$ cat config.mk
export PLATFORM = sky130hd
export DESIGN_NAME = gpio_with_edge_level_interrupts_unit
export DESIGN_NICKNAME = d
export VERILOG_FILES = /design/src/hdl/gpioei_pkg.sv /design/src/hdl/gpio_with_edge_level_interrupts_unit.sv
export SDC_FILE = /design/constraint.sdc
export NUM_CORES = 1
export LEC_CHECK = 0
export BUFFER_PORTS_ARGS = -buffer_cell sky130_fd_sc_hd__buf_2
export CAP_MARGIN = 10
export CORE_ASPECT_RATIO = 1.2
export CORE_MARGIN = 3
export CORE_UTILIZATION = 35
export CTS_CLUSTER_DIAMETER = 120
export DETAILED_ROUTE_END_ITERATION = 10
export PLACE_DENSITY = 0.49
export SLEW_MARGIN = 20
export SYNTH_ARGS = -nofsm -noshare
export SYNTH_HDL_FRONTEND = slang
export SYNTH_SLANG_ARGS = --single-unit
$ cat constraint.sdc
create_clock -name clk_i -period 3.8 [get_ports clk_i]
set_clock_uncertainty 0.1 [all_clocks]
set_input_delay 0.95 -clock clk_i [delete_from_list [all_inputs] [get_ports clk_i]]
set_output_delay 0.95 -clock clk_i [all_outputs]
set_load 0.02 [all_outputs]
$ cat src/hdl/gpioei_pkg.sv
`timescale 1ns / 1ps

package gpioei_pkg;

  localparam int unsigned NumPins   = 32;
  localparam int unsigned IdxWidth  = 6;
  localparam int unsigned InUserW   = 1 + IdxWidth;
  localparam int unsigned InDataW   = NumPins;
  localparam int unsigned OutDataW  = 40;

  typedef logic [NumPins-1:0]  pins_t;
  typedef logic [IdxWidth-1:0] idx_t;

  localparam logic OpRead  = 1'b0;
  localparam logic OpWrite = 1'b1;

  localparam idx_t RegDir  = 6'd0;
  localparam idx_t RegOut  = 6'd1;
  localparam idx_t RegIn   = 6'd2;
  localparam idx_t RegIe   = 6'd3;
  localparam idx_t RegIs   = 6'd4;
  localparam idx_t RegTrig = 6'd5;
  localparam idx_t RegPol  = 6'd6;

endpackage

$ cat src/hdl/gpio_with_edge_level_interrupts_unit.sv
`timescale 1ns / 1ps

// 32-pin GPIO register block with edge and level interrupts. Each input item is one
// register access (read or write of word 0..6: direction, output, input, irq enable,
// irq status (write 1 to clear), trigger mode (1 = level), polarity); every item
// returns one result item carrying the read data (0 for writes and unknown words)
// and the interrupt line after the access. An item is registered on entry, then
// executed against the register file and its result registered, so a new item is
// taken every cycle when the output is not stalled. The register file resets to all
// zeros.
module gpio_with_edge_level_interrupts_unit (
  input  logic                            clk_i,
  input  logic                            rst_ni,
  input  logic                            s_axis_tvalid,
  output logic                            s_axis_tready,
  input  logic [gpioei_pkg::InDataW-1:0]  s_axis_tdata,  // [31:0] write_data
  input  logic [gpioei_pkg::InUserW-1:0]  s_axis_tuser,  // [0] opcode, [6:1] word_index
  output logic                            m_axis_tvalid,
  input  logic                            m_axis_tready,
  output logic [gpioei_pkg::OutDataW-1:0] m_axis_tdata   // [31:0] read_data, [32] irq_level
);
  import gpioei_pkg::*;

  logic  in_valid_q;
  logic  in_op_q;
  idx_t  in_idx_q;
  pins_t in_data_q;

  logic  out_valid_q;
  pins_t out_rd_q;
  logic  out_irq_q;

  pins_t dir_q, out_q, in_q, ie_q, is_q, trig_q, pol_q;
  pins_t dir_n, outl_n, ie_n, is_n, trig_n, pol_n;
  pins_t outl_s, in_s, is_s;
  pins_t rd_d;
  logic  irq_d;
  logic  advance;
  logic  do_write;

  assign advance       = in_valid_q && (!out_valid_q || m_axis_tready);
  assign s_axis_tready = !in_valid_q || advance;
  assign do_write      = advance && (in_op_q == OpWrite);

  always_comb begin
    dir_n  = dir_q;
    outl_n = out_q;
    ie_n   = ie_q;
    is_n   = is_q;
    trig_n = trig_q;
    pol_n  = pol_q;
    unique case (in_idx_q)
      RegDir:  dir_n = in_data_q;
      RegOut: begin
        is_n   = is_q | (ie_q & ~trig_q & (out_q ^ in_data_q) & ~(in_data_q ^ pol_q));
        outl_n = in_data_q;
      end
      RegIe:   ie_n   = in_data_q;
      RegIs:   is_n   = is_q & ~in_data_q;
      RegTrig: trig_n = in_data_q;
      RegPol:  pol_n  = in_data_q;
      default: ;
    endcase
    // pin settling after any write
    outl_s = outl_n & dir_n;
    in_s   = (in_q & ~dir_n) | outl_s;
    is_s   = (is_n & ~trig_n) | (trig_n & ie_n & ~(in_s ^ pol_n));
  end

  always_comb begin
    unique case (in_idx_q)
      RegDir:  rd_d = dir_q;
      RegOut:  rd_d = out_q;
      RegIn:   rd_d = in_q;
      RegIe:   rd_d = ie_q;
      RegIs:   rd_d = is_q;
      RegTrig: rd_d = trig_q;
      RegPol:  rd_d = pol_q;
      default: rd_d = '0;
    endcase
    if (in_op_q == OpWrite) begin
      rd_d  = '0;
      irq_d = |(is_s & ie_n);
    end else begin
      irq_d = |(is_q & ie_q);
    end
  end

  always_ff @(posedge clk_i or negedge rst_ni) begin
    if (!rst_ni) begin
      in_valid_q  <= 1'b0;
      out_valid_q <= 1'b0;
      dir_q       <= '0;
      out_q       <= '0;
      in_q        <= '0;
      ie_q        <= '0;
      is_q        <= '0;
      trig_q      <= '0;
      pol_q       <= '0;
    end else begin
      if (s_axis_tready) begin
        in_valid_q <= s_axis_tvalid;
      end
      if (advance) begin
        out_valid_q <= 1'b1;
      end else if (m_axis_tready) begin
        out_valid_q <= 1'b0;
      end
      if (do_write) begin
        dir_q  <= dir_n;
        out_q  <= outl_s;
        in_q   <= in_s;
        ie_q   <= ie_n;
        is_q   <= is_s;
        trig_q <= trig_n;
        pol_q  <= pol_n;
      end
    end
  end

  always_ff @(posedge clk_i) begin
    if (s_axis_tready && s_axis_tvalid) begin
      in_op_q   <= s_axis_tuser[0];
      in_idx_q  <= s_axis_tuser[IdxWidth:1];
      in_data_q <= s_axis_tdata;
    end
    if (advance) begin
      out_rd_q  <= rd_d;
      out_irq_q <= irq_d;
    end
  end

  assign m_axis_tvalid = out_valid_q;
  assign m_axis_tdata  = {{(OutDataW - NumPins - 1){1'b0}}, out_irq_q, out_rd_q};

endmodule

**Yosys cells after proc, flatten, opt, wreduce, memory -nomap -nowiden**

Cells that the tools add are included.
W data, S select, Z words.

- Equal/unequal tests: 6
- Mux-type cells: 10
- Bitwise gates (word level): 23
- Reductions and logical operators: 11

Operator list:

| operator | number |
|---|---|
| $and A32 B32 Y32 | 11 |
| $pmux W32 S7 | 1 |
| $not A32 Y32 | 6 |
| $mux W32 | 5 |
| $or A32 B32 Y32 | 3 |
| $xor A32 B32 Y32 | 3 |
| $pmux W32 S2 | 1 |
| $reduce_or A32 Y1 | 2 |
| $eq A6 B3 Y1 const B | 3 |
| $eq A6 B2 Y1 const B | 2 |
| $eq A6 B1 Y1 const B | 1 |
| $logic_not A6 Y1 | 1 |
| $logic_and A1 B1 Y1 | 3 |
| $mux W1 | 3 |
| $logic_not A1 Y1 | 2 |
| $logic_or A1 B1 Y1 | 2 |
| $reduce_bool A2 Y1 | 1 |

- Bits in registers: 298
- Bits of input ports: 43
- Output and inout port bits: 42
- Word-level logic and storage cells: 64

**Logic depth before layout (Yosys ltp)**

Gate-level depths: netlist of run 1.

- Depth in word-level cells: 12
- Mapped depth: 13
- Mapped depth without buffers: 9

**Worst setup path before layout of run 1**

OpenSTA, ideal clock, no wires.

- Kind: register to register
- Start point: reg in_idx_q[5]
- End point: reg out_irq_q, data pin
- Setup time: 0.278 ns
- Data arrival time: 3.407 ns
- Required time: 3.422 ns
- Path slack: 0.015 ns
- Cell stages (with the launch flop): 12
- Buffers on the path: 3
- Clock period less this slack: 3.785 ns
- Cell sequence: edfxtp_1 > or4_1 > clkbuf_1 > buf_2 > nor2_4 > buf_1 > mux2_2 > a221oi_1 > nand3_1 > or4_1 > nor4b_1 > a41oi_1

- Longest elaborated chain between the ends: 12
- Elaborated cells on any way between the ends: 26
- Those cells by class: 5 x eq/ne; 7 x mux; 12 x bitwise; 2 x reduce/logical

RTL lines:

| what | line | RTL |
|---|---|---|
| from (decl) | gpio_with_edge_level_interrupts_unit.sv:26 | `idx_t in_idx_q;` |
| from (signal assigned) | gpio_with_edge_level_interrupts_unit.sv:124 | `in_idx_q <= s_axis_tuser[IdxWidth:1];` |
| $logic_not A6 Y1 | gpio_with_edge_level_interrupts_unit.sv:52 | `unique case (in_idx_q)` |
| $mux W32 | gpio_with_edge_level_interrupts_unit.sv:52 |  |
| $not A32 Y32 | gpio_with_edge_level_interrupts_unit.sv:66 | `in_s = (in_q & ~dir_n) \| outl_s;` |
| $and A32 B32 Y32 | gpio_with_edge_level_interrupts_unit.sv:66 |  |
| $or A32 B32 Y32 | gpio_with_edge_level_interrupts_unit.sv:66 |  |
| $xor A32 B32 Y32 | gpio_with_edge_level_interrupts_unit.sv:67 | `is_s = (is_n & ~trig_n) \| (trig_n & ie_n & ~(in_s ^ pol_n));` |
| $not A32 Y32 | gpio_with_edge_level_interrupts_unit.sv:67 |  |
| $and A32 B32 Y32 | gpio_with_edge_level_interrupts_unit.sv:67 |  |
| $or A32 B32 Y32 | gpio_with_edge_level_interrupts_unit.sv:67 |  |
| $and A32 B32 Y32 (*) | gpio_with_edge_level_interrupts_unit.sv:83 | `irq_d = \|(is_s & ie_n);` |
| $reduce_or A32 Y1 (*) | gpio_with_edge_level_interrupts_unit.sv:83 |  |
| $mux W1 (*) | gpio_with_edge_level_interrupts_unit.sv:81 | `if (in_op_q == OpWrite) begin` |
| net irq_d | gpio_with_edge_level_interrupts_unit.sv:37 | `logic irq_d;` |
| to (signal assigned) | gpio_with_edge_level_interrupts_unit.sv:129 | `out_irq_q <= irq_d;` |
| to (decl) | gpio_with_edge_level_interrupts_unit.sv:31 | `logic out_irq_q;` |

The timed path passes the listed nets; every way through them passes the cells marked *.
A chain may end at the register's enable or synchronous reset.

**Worst setup path after layout of run 1**

Ends and elaborated chain as after synthesis.

==> results of run 1 <==
-- cell usage after synthesis, drive strengths merged (17+ instances only) --
cell type	count	area, sq um
mux2i	64	641
buf	38	186
a21o	17	128
a222oi	33	330
edfxtp	72	2160
o22ai	24	150
a221oi	28	245
a31oi	65	407
nand4	18	113
a22oi	79	593
nand2b	29	181
a41oi	21	184
inv	41	154
mux2	98	1100
dfrtp	226	5660
nand3b	29	218
nor3	32	160
o211ai	17	128
clkbuf	136	512
a21oi	88	440
nand3	43	215
nand2	222	833
o21ai	141	706
nor2	123	469
-- per-stage QoR --
stage,hold WS (ns),instance area [sq um]
3_3_place_gp,0.400,19900
5_1_grt,0.269,21500
2_1_floorplan,0.363,17800
3_5_place_dp,0.412,19900
6_report,0.230,21500
4_1_cts,0.256,21400
-- routing by layer --
layer	vias up	wire, um
li1	7507	-
met1	8424	29500
met2	805	35000
met3	152	4990
met4	0	2760
met5	-	0
-- cells by family after synthesis --
logic type	synth area share, %
buffers and inverters	4.79
AOI/OAI and AO/OA	24.1
muxes	9.80
DFF	43.9
and+or+nand+nor	16.3
other	0.0211
xor gates and xnor gates	1.03
-- power by group --
| part | switching (W) | internal, W | leakage [nW] |
|---|---|---|---|
| clock network | 0.00148 | 0.00249 | 0.665 |
| registers | 0.000723 | 0.00376 | 3.57 |
| logic | 0.00122 | 0.00105 | 4.17 |
| total | 0.00343 | 0.00729 | 8.41 |
-- worst max-delay path by stage --
stage	slack, ns	startpoint	endpoint	depth (start not counted)
final	0.09	in_idx_q[5]	out_irq_q	10
after global routing	-0.03	in_idx_q[5]	out_irq_q	11
after CTS	0.005	in_idx_q[3]	out_irq_q	11
after detailed placement	-0.41	in_idx_q[5]	out_irq_q	11
after global placement	-0.39	in_idx_q[5]	out_irq_q	11
after floorplan	0.01	in_idx_q[5]	out_irq_q	11
-- final cells by class --
cell class	count	area share, %
multi-input cells	1410	43.8
clock inverters	20	1.43
repair buffers	255	9.14
well taps	637	3.71
clock buffers	47	4.87
inverters	41	0.716
flip-flops and latches	298	36.4
-- timing repair --
item	in CTS	in global routing
hold buffers	0	0
gates resized for setup	18	24
pin swaps	6	14
hold endpoints to repair	0	0
endpoints found under the setup margin	1	1
cloned	1	0
setup buffers	2	2
-- worst max-delay path, delay by kind of cell (launching register included) --
family	cells	cell delay (ns)
mux	1	0.34
buf+inv	2	0.35
compound gates	2	0.43
flops	1	0.39
simple gates	5	1.82
==> results.md, run 1 <==
Route:
- The final route contains 16900 vias.
- Using the TritonRoute via totals, the vias-per-cell ratio works out to 6.24.
- For this run, design rule violations remaining after detail routing come to 0.
- The final layout contains routed wiring with a total length of 72200 um.
- After the first detailed-routing iteration, the DRC count stood at 1891.
- The average wire per standard cell is 26.7 um.
- The first-pass detailed-route iteration total is 6.
- The count of nets left with antenna violations after detail routing is 0.

Clock network:
- The clock drives 298 sinks.
- Counting along the longest clock path gives a buffer depth of 3.
- The CTS tree is yes.
- After clock tree synthesis, the clock-pin slew on the worst setup and hold paths is 0.06 ns.
- In this run the clock root is driven by a sky130_fd_sc_hd__clkbuf_16.
- Clock tree synthesis inserted a total of 37 buffers.
- The clock reaches the later pin of the worst-skew pair after 0.56 ns.
- The H-tree depth reported by CTS is 2.

Finish:
- In the final layout, the multi-input gates occupy 9410 sq um.
- The area of all sequential standard cells is 7820 sq um.
- In the layout the commonest cells are 226 x sky130_fd_sc_hd__dfrtp_1, 220 x sky130_fd_sc_hd__nand2_1, 154 x sky130_fd_sc_hd__buf_4.
- The count of nets after finishing is 2086.
- 0 antenna diodes ended up in the layout.
- The post-route non-filler standard cell count is 2708.
- The filler cells instantiated in the layout total 4818.
- The library cell used most frequently in the layout, excluding fill and tap cells, is sky130_fd_sc_hd__dfrtp_1.
- The layout-stage area growth over the synthesis result is 20.8%.
- For this run, the share of the core covered by cells in the final layout is 43.3%.
- The share of final-layout standard cells stronger than drive strength 1 is 22.6%.

Pwr:
- Dividing total power by cell area gives a power density of 499 nW/um^2.
- The design draws 0.0107 W.
- The leakage power summed over all cells is 8.41 nW.
- The maximum resistive drop on vdd is 0.294 mV.

Yosys:
- The instance count of the mapped netlist is 1917.
- The number of warnings issued by yosys is 0.
- Summing every instance area after synthesis gives 17800 sq um.
- The proportion of synthesized flip-flops having asynchronous set or reset is 75.8%.
- The register bit total from synthesis is 298.
- Yosys mapped the design onto 70 distinct sky130hd cell types.
- Sequential cells were found to cover 43.9% of the synthesized design area.
- Yosys mapped a number of flops with a built-in enable equal to 72.
- In the synthesized netlist the dominant register cell turns out to be sky130_fd_sc_hd__dfrtp_1.
- The synthesized area per cell is 9.28 sq um.

Timing:
- The final critical-path setup slack is 0.0888 ns.
- Timing would allow up to 269 MHz.
- Measured against its own limit, the worst slew margin works out to 31.6%.
- The count of final max-slew check failures is 0.
- The number of failing setup endpoints in the final timing report is 0.
- The final critical path time including I/O delays and setup is 3.71 ns.
- The share of the cycle needed by the critical path after routing is 97.7%.
- The actual slew at the worst max-slew pin is 1.03 ns.
- The setup total negative slack is 0 ns.
- The count of final hold-check violations is 0.

Setup path:
- The slack of the worst reg-to-reg path is 0.09 ns.
- The type of element capturing the critical path is a flop.
- The critical setup path kind is reg2reg.
- The worst register-to-register path begins at in_idx_q[5].
- The number of cell instances on the worst register-to-register path is 10.
- The cell with the largest stage delay on the worst path is sky130_fd_sc_hd__or4_4.
- In this run the worst path has a maximum fanout of 7.
- The worst endpoint data arrival time is 3.89 ns.
- The signal on the critical path passes through or4_4 > buf_6 > nor2_4 > buf_6 > mux2_2 > a221oi_2 > nand3_1 > or4_4 > nor4b_4 > a41oi_2.
- The worst setup path is launched from a flop.
- The delay contributed by the slowest stage of the critical path is 0.58 ns.
- At the worst endpoint, the required time is 3.98 ns.
- The end of the worst register-to-register path is out_irq_q.

GRT:
- met2 is the most crowded layer.
- The total overflow left after global routing is 0.
- The initial antenna violation count was 0.
- The via count of the first global-routing pass was 16300.
- Across every metal layer, demand over resource in global routing totals 26.7%.
- Entering global routing, the biggest net connects 69 pins.
- The met2 demand-to-capacity share in global routing is 44.8%.
- The first global-routing pass estimated 108000 um of wire.
- The met3 capacity usage during global routing is 4.11%.
- The met1 global-route usage is 34.8%.

Placed design:
- The number of placed instances, taps included, is 2638.
- At the end of routability-driven placement, the weighted congestion stood at 0.933.
- Detailed placement ended at an HPWL of 49600 um.
- During placement, the flow inserted port buffers numbering 77.
- The post-place setup slack is -0.409 ns.

Worst hold path:
- The kind of path behind the tightest hold check is in2async.

Die:
- The x dimension of the die is 212 um.
- The initialized floorplan defines 89 standard-cell rows.
- The floorplan step defined a die boundary enclosing 53600 sq um.
- In this run the vertical extent of the chip is 253 um.
- In this run the standard cell core region covers 49700 sq um.
- The number of placed I/O pins is 85.
- Once the floorplan was initialized, standard cells occupied 35.8% of the core.

Job:
- The tool flagged a number of max-cap violations equal to 0.

Outcome:
- The run finished with clean final reports.
Power figures use the tool's default switching activity.
==> run 2: changes to the inputs <==
--- a/config.mk
+++ b/config.mk
@@ -5,6 +5,7 @@
 export SDC_FILE = /design/constraint.sdc
 export NUM_CORES = 1
 export LEC_CHECK = 0
+export ABC_AREA = 1
 export BUFFER_PORTS_ARGS = -buffer_cell sky130_fd_sc_hd__buf_2
 export CAP_MARGIN = 10
 export CORE_ASPECT_RATIO = 1.2
==> results.md, run 2 <==
Yosys:
- The synthesized area per cell is 7.04 sq um.
- The portion of the post-synthesis area used by sequential elements is 45.0%.
- The synthesized cell area is 17400 sq um.
- In the post-synthesis netlist, the biggest area contributors are sky130_fd_sc_hd__dfrtp_1 33%, sky130_fd_sc_hd__nand2_1 16%, sky130_fd_sc_hd__edfxtp_1 12%, sky130_fd_sc_hd__o21ai_0 11%, sky130_fd_sc_hd__inv_1 7.3%.
- sky130_fd_sc_hd__dfrtp_1 takes more of the synthesized area than any other cell.
- The number of warnings issued by yosys is 0.
- After synthesis, the most frequently instantiated cells are 750 x sky130_fd_sc_hd__nand2_1, 374 x sky130_fd_sc_hd__o21ai_0, 336 x sky130_fd_sc_hd__inv_1.
- The unique cell type count in the Yosys netlist is 32.
- The register bit total from synthesis is 298.
- The most used flip-flop cell after synthesis is sky130_fd_sc_hd__dfrtp_1.
- Summed over its instances, the top area cell type makes up 32.6% of the synthesized netlist area.
- In the synthesized netlist, the number of instances is 2466.
- The dominant cell by count in the synthesized netlist is sky130_fd_sc_hd__nand2_1.
- The proportion of synthesized flip-flops having asynchronous set or reset is 75.8%.
- The number of flops mapped to enable cells by yosys is 72.

Job:
- Across the run, the number of max-cap violations was 0.

Finish:
- Summing all multi-input logic gate instances after layout gives 7810 sq um.
- The number of diodes is 0.
- After filler insertion, the fill cell instance count of the layout stands at 5020.
- The count of nets after finishing is 2554.
- Leaving out fill and tap cells, the most frequent cells in the layout are 750 x sky130_fd_sc_hd__nand2_1, 374 x sky130_fd_sc_hd__o21ai_0, 334 x sky130_fd_sc_hd__inv_1.
- The area of all sequential standard cells is 7820 sq um.
- The share of final-layout standard cells stronger than drive strength 1 is 7.68%.
- Leaving out fill and tap cells, the most frequent cell in the layout is sky130_fd_sc_hd__nand2_1.
- The layout-stage area growth over the synthesis result is 14.2%.

Die:
- The floorplan die area is 52300 sq um.
- Measured along the y axis, the die boundary spans 250 um.
- 85 I/O pins were placed.
- In this run the horizontal extent of the chip is 209 um.
- The area of the core region is 48600 sq um.
- The cell row count is 88.
- The initial standard-cell utilization of the core is 35.8%.

Setup path:
- The most used cell along the critical path is sky130_fd_sc_hd__nand2_1.
- The worst register-to-register path has a depth of 17.
- The launching element of the worst setup path is in_idx_q[0].
- STA classifies the critical path startpoint as a flop.
- Across all register-to-register paths, the minimum setup slack is 0.34 ns.
- The worst register-to-register path ends at out_irq_q.
- Together, buffers and inverters on the worst path number 2.
- The critical setup path kind is reg2reg.
- The start of the worst register-to-register path is in_idx_q[0].
- The signal on the critical path passes through nor2_1 > inv_1 > nor2_2 > buf_4 > nand2_1 > nand2_1 > nand3_1 > nand3_1 > nand2_1 > nand2_1 > nand2_1 > nor2_1 > nand2_1 > nor2_1 > nand2_1 > nand2_1 > nand2_1.
- The cell with the largest stage delay on the worst path is sky130_fd_sc_hd__edfxtp_1.
- The worst setup path is captured at a flop.
- The instance count on the critical path is 17.
- In this design, the largest share of critical-path delay is due to simple AND/OR/NAND/NOR gates.
- Data arrives at the worst endpoint at 3.67 ns.
- The termination of the worst setup path is out_irq_q.
- The required time at the worst-slack endpoint is 4.01 ns.
- The delay contributed by the slowest stage of the critical path is 0.45 ns.
- Along the worst path, the maximum fanout reaches 16.

GRT:
- The via count of the first global-routing pass is 16000.
- Entering global routing, the biggest net connects 104 pins.
- Across every metal layer, demand over resource in global routing totals 20.7%.
- The met3 capacity usage during global routing is 3.13%.
- The initial antenna violation count is 1.
- For this run, global-route usage on met1 was measured as 28.1%.
- After global routing the overflow that remains totals 0.
- The first global-routing pass estimated 87200 um of wire.
- The met2 demand-to-capacity share in global routing is 33.5%.
- The layer carrying the most global-route usage is met2.

Placed design:
- The HPWL after detailed placement is 35200 um.
- The number of buffers inserted by port buffering is 77.
- At the placement stage, the worst setup path has a slack of 0.340 ns.
- Routability-driven placement finished with a final weighted congestion of 0.864.

Route:
- The detailed router finished its first iteration with 1238 violations.
- The via count normalized by instance count is 5.15.
- For this block, the routed nets add up to 54300 um of wire.
- The count of nets left with antenna violations once routing finished came out at 0.
- The routed layout has 16300 vias.
- After detailed routing, the number of remaining DRC violations is 0.
- The average wire per standard cell is 17.1 um.
- Before antenna repair, the detailed router went through 5 iterations.

Worst hold path:
- The kind of path behind the tightest hold check is in2async.

Pwr:
- For this design the static power due to leakage is 9.59 nW.
- Dividing total power by cell area gives a power density of 640 nW/um^2.
- The maximum resistive drop on vdd is 0.279 mV.

Timing:
- Based on the critical path, the design can be clocked at up to 289 MHz.
- The setup total negative slack is 0 ns.
- The relative slew slack is 47.1%.
- Setup slack closes at 0.340 ns.
- The final critical path time including I/O delays and setup is 3.46 ns.
- Setup repair after global routing left no endpoint under its margin.
- For the pin with the worst max-slew slack, the measured transition is 0.794 ns.
- The number of failing setup endpoints in the final timing report is 0.
- The count of final hold-check violations was 0.
- The share of the cycle needed by the critical path after routing is 91.1%.
- The count of final max-slew check failures is 0.

Clock network:
- TritonCTS built the clock tree.
- The number of clock buffers added by TritonCTS is 38.
- CTS placed an instance of sky130_fd_sc_hd__clkbuf_16 at the clock tree root.
- Clock latency on the worst-skew pair, taken at its later pin, is 0.56 ns.
- No sink is reached through more buffers than the 3 on the longest clock path.
- The number of clock sinks seen by CTS is 298.
- The number of gates resized after CTS was 0.
- Clock-pin slew was measured on the worst setup and hold paths at 0.06 ns.
- The post-CTS setup repair buffer count is 0.
- The number of hold buffers added after CTS was 0.
- The H-tree depth reported by CTS is 2.

Outcome:
- The flow ran to the end, and the final reports show no timing, DRC or antenna violations.
run 2: final cells by class:
| cell class | instances | share of cell area (%) |
|---|---|---|
| multi-input combinational | 1713 | 39.4 |
| tap | 630 | 3.98 |
| timing repair buffer | 120 | 4.69 |
| sequential | 298 | 39.4 |
| clock inverter | 15 | 0.745 |
| clock buffer | 54 | 5.31 |
| inverter | 340 | 6.45 |
run 2: worst min path at each step:
stage	startpoint	to	depth (start not counted)
2_1_floorplan	ie_q[0]	ie_q[0]	2
3_3_place_gp	ie_q[23]	ie_q[23]	2
3_5_place_dp	ie_q[14]	ie_q[14]	2
4_1_cts	rst_ni	in_q[20]	1
5_1_grt	rst_ni	in_q[20]	1
6_report	rst_ni	in_q[20]	1
run 2: stage by stage:
step	instances	power, W	cell area [sq um]	utilization (%)	hold WS [ns]
3_5_place_dp	3101	0.00915	18600	38.4	0.373
6_report	3170	0.0127	19800	40.8	0.322
4_1_cts	3170	0.0128	19800	40.8	0.352
5_1_grt	3170	0.0138	19800	40.8	0.372
2_1_floorplan	2472	0.00798	17400	-	0.353
3_3_place_gp	3101	0.00911	18600	38.4	0.367
run 2: report_power, final:
group	total, W	leakage (nW)	internal [W]	switching (W)
registers	0.00495	3.73	0.00427	0.000676
logic	0.00417	5.28	0.00143	0.00274
clock network	0.00357	0.589	0.00213	0.00144
total	0.0127	9.59	0.00784	0.00485
run 2: cell families (layout without fill, tap and decap cells):
kind of cell    count (synthesis)  after routing  synth area share (%)
simple gates                 1118           1118                  26.3
compound gates                588            588                  18.3
buf+inv                       461            529                  10.4
flops                         298            298                  45.0
other cells                     1              7                0.0216
run 2: routing by layer:
metal / part of all wire, % / wire length (um)
met5: 0 / 0
met3: 5.0 / 2690
met4: 3.5 / 1900
met1: 46 / 25000
met2: 46 / 24700
==> run 3: changes to the inputs <==
==> constraint.sdc (replaced) <==
create_clock -name clk_i -period 3.8 [get_ports clk_i]
set_clock_uncertainty 0.1 [all_clocks]
set_input_delay 0.76 -clock clk_i [delete_from_list [all_inputs] [get_ports clk_i]]
set_output_delay 0.76 -clock clk_i [all_outputs]
set_load 0.02 [all_outputs]
==> results.md, run 3 (synthesis gave the netlist of run 2 again) <==
Outcome:
- The run finished with clean final reports.

Setup path:
- The termination of the worst setup path is out_irq_q.
- The startpoint class of the critical path is a flop.
- The cell with the largest stage delay on the worst path is sky130_fd_sc_hd__edfxtp_1.
- For this run, the slowest stage of the critical path takes 0.43 ns.
- The worst endpoint data arrival time is 3.68 ns.
- In this run the critical register-to-register path is captured at out_irq_q.
- The worst setup path is captured at a flop.
- The launching element of the worst setup path is in_idx_q[1].
- The required time at the worst-slack endpoint is 4.00 ns.
- The slack of the worst reg-to-reg path is 0.32 ns.
- The critical path goes through inv_1 > nor2_1 > inv_1 > nor2_2 > buf_4 > nand2_1 > nand2_1 > nand3_1 > nand3_1 > nand2_1 > nand2_1 > nand2_1 > nor2_1 > nand2_1 > nor2_1 > nand2_1 > nand2_1 > nand2_1.
- The critical setup path kind is reg2reg.
- Along the worst path, the maximum fanout reaches 16.
- The most numerous cell type found on the critical path is sky130_fd_sc_hd__nand2_1.
- Measured in cells, the most critical reg-to-reg path has a length of 18.
- The worst register-to-register path begins at in_idx_q[1].

Pwr:
- The total power density per cell area is 645 nW/um^2.
- The switching part of the total power is 38.3%.
- The maximum resistive drop on vdd is 0.279 mV.
- Cell internal power was estimated by the tool at 0.00789 W.
- The part of the power in registers is 38.7%.
- The clock network fraction of design power is 28.6%.
- The switching component of the power is 0.00490 W.
- The leakage power summed over all cells is 9.61 nW.
- The logic gate share of total power is 32.7%.

GRT:
- The total routing usage reported by global routing is 20.7%.
- Global routing used 33.7% of the available met2 tracks.
- The met1 global-route usage is 28.0%.
- The met3 capacity usage during global routing is 3.00%.
- The global-route wire length before repair is 86800 um.
- After global routing the overflow that remains totals 0.
- The via count of the first global-routing pass is 15900.
- The layer flagged by global routing as most heavily used is met2.
- The initial antenna violation count is 0.
- Entering global routing, the biggest net connects 172 pins.

Clock network:
- The number of setup buffers added after CTS is 0.
- The count of cells resized by post-cts repair is 0.
- The hold buffer count at CTS is 0.
- The clock net in this run drives a total of 298 sinks.
- The clock tree root driver cell is sky130_fd_sc_hd__clkbuf_16.
- The maximum count of clock buffers along a single path is 3.
- The clock buffer count from CTS is 38.
- TritonCTS built the clock tree.
- The H-tree depth reported by CTS is 2.
- The later pin in the worst-skew pair is clocked with a latency of 0.56 ns.
- The clock edge transition at the registers on the reported setup and hold paths is 0.06 ns.

Timing:
- The final critical path time including I/O delays and setup is 3.48 ns.
- The number of failing setup endpoints in the final timing report is 0.
- The final critical path takes up 91.5% of the cycle.
- The count of final hold-check violations came to 0.
- Setup repair after global routing left no endpoint under its margin.
- For the pin with the worst max-slew slack, the measured transition is 0.758 ns.
- The count of final max-slew check failures came to 0.
- Headroom to the max-slew limit came out at 49.5%.
- Static timing analysis puts the maximum clock frequency at 288 MHz.
- The setup total negative slack is 0 ns.

Route:
- The detailed router placed 16500 vias in this run.
- Dividing the detail-routed via count by the number of cells gives 5.21.
- In this run the remaining antenna-violating nets after routing total 0.
- The first-pass detailed-route iteration total is 5.
- The average wire per standard cell is 17.3 um.
- The wire length after detailed routing is 54700 um.
- The number of DRC violations after detailed routing is 0.
- After the first detailed-routing iteration, the DRC count stood at 1256.

Finish:
- The number of fillers in the final layout is 4983.
- The post-route non-filler standard cell count is 3169.
- The most common cell after layout, fill and taps aside is sky130_fd_sc_hd__nand2_1.
- The top cell types in the final layout, fill and taps aside, are 750 x sky130_fd_sc_hd__nand2_1, 374 x sky130_fd_sc_hd__o21ai_0, 334 x sky130_fd_sc_hd__inv_1.
- The repair_antennas step left the layout with diodes totalling 0.
- In the final design database the tool counted 2553 nets.
- From synthesis to final layout, the design area changed by 14.2%.
- The share of final-layout standard cells stronger than drive strength 1 is 7.88%.

Die:
- The die covers 52300 sq um.
- The floorplan has 88 rows.
- Measured along the y axis, the die boundary spans 250 um.
- The initial standard-cell utilization of the core is 35.8%.
- The number of placed I/O pins is 85.
- The area of the core region is 48600 sq um.
- The x dimension of the die is 209 um.

Placed design:
- The HPWL after detailed placement is 35500 um.
- After detailed placement, the design holds a cell count of 3100.
- The number of buffers inserted by port buffering is 77.
- The congestion estimate from routability-driven global placement came to 0.868.

Worst hold path:
- The kind of path behind the tightest hold check is in2async.

Job:
- The max-cap violation count is 0.
run 3: cell count changes in the layout (fill, tap and decap cells not counted):
cell / previous run / this run
sky130_fd_sc_hd__buf_4: 26 / 27
sky130_fd_sc_hd__buf_12: 17 / 15
sky130_fd_sc_hd__bufinv_16: 3 / 4
sky130_fd_sc_hd__clkbuf_1: 13 / 6
sky130_fd_sc_hd__clkinv_2: 6 / 10
sky130_fd_sc_hd__clkinv_1: 6 / 7
sky130_fd_sc_hd__inv_6: 1 / 2
run 3: final cells by class:
cell class              instances  area [sq um]  area share, %
repair buffers                119           898           4.53
well taps                     630           788           3.97
clock buffers                  47          1030           5.17
inverters                     340          1280           6.45
multi-input cells            1713          7810           39.4
clock inverters                22           210           1.06
flip-flops and latches        298          7820           39.4
run 3: per-layer routing:
layer | up-vias | share of wire (%) | wire [um]
met3 | 106 | 4.6 | 2530
met2 | 432 | 46 | 25000
li1 | 8173 | - | -
met1 | 7792 | 46 | 25100
met4 | 0 | 3.6 | 1950
met5 | - | 0 | 0
run 3: power groups by stage:
stage	Clock [W]	Sequential (W)	Combinational, W
3_3_place_gp	0	0.00498	0.00413
6_report	0.00365	0.00495	0.00419
2_1_floorplan	0	0.00485	0.00313
4_1_cts	0.00378	0.00495	0.00419
5_1_grt	0.00391	0.00508	0.00488
3_5_place_dp	0	0.00498	0.00417
run 3: how the worst min path moves through the flow:
| stage | startpoint | endpoint | slack [ns] | depth (start not counted) |
|---|---|---|---|---|
| detailed placement | ie_q[23] | ie_q[23] | 0.37 | 2 |
| floorplan | ie_q[0] | ie_q[0] | 0.35 | 2 |
| global route | rst_ni | trig_q[20] | 0.14 | 1 |
| finish | rst_ni | trig_q[20] | 0.1 | 1 |
| CTS | rst_ni | pol_q[20] | 0.12 | 1 |
| global placement | ie_q[23] | ie_q[23] | 0.37 | 2 |
run 3: metrics by stage:
step / setup slack [ns] / instance area (sq um) / total power [W] / hold WS (ns) / utilization (%)
after floorplan: 1.42 / 17400 / 0.00798 / 0.353 / -
after global placement: 0.236 / 18600 / 0.00911 / 0.365 / 38.3
after detailed placement: 0.322 / 18600 / 0.00916 / 0.373 / 38.3
after CTS: 0.289 / 19800 / 0.0129 / 0.120 / 40.8
after global routing: 0.0905 / 19800 / 0.0139 / 0.144 / 40.8
final: 0.323 / 19800 / 0.0128 / 0.0989 / 40.8
run 3: worst max-delay path: cells and delay by family, from the launching register on:
family	cells	cell delay, ns
and+or+nand+nor	15	2.05
DFF	1	0.43
buffers and inverters	3	0.64
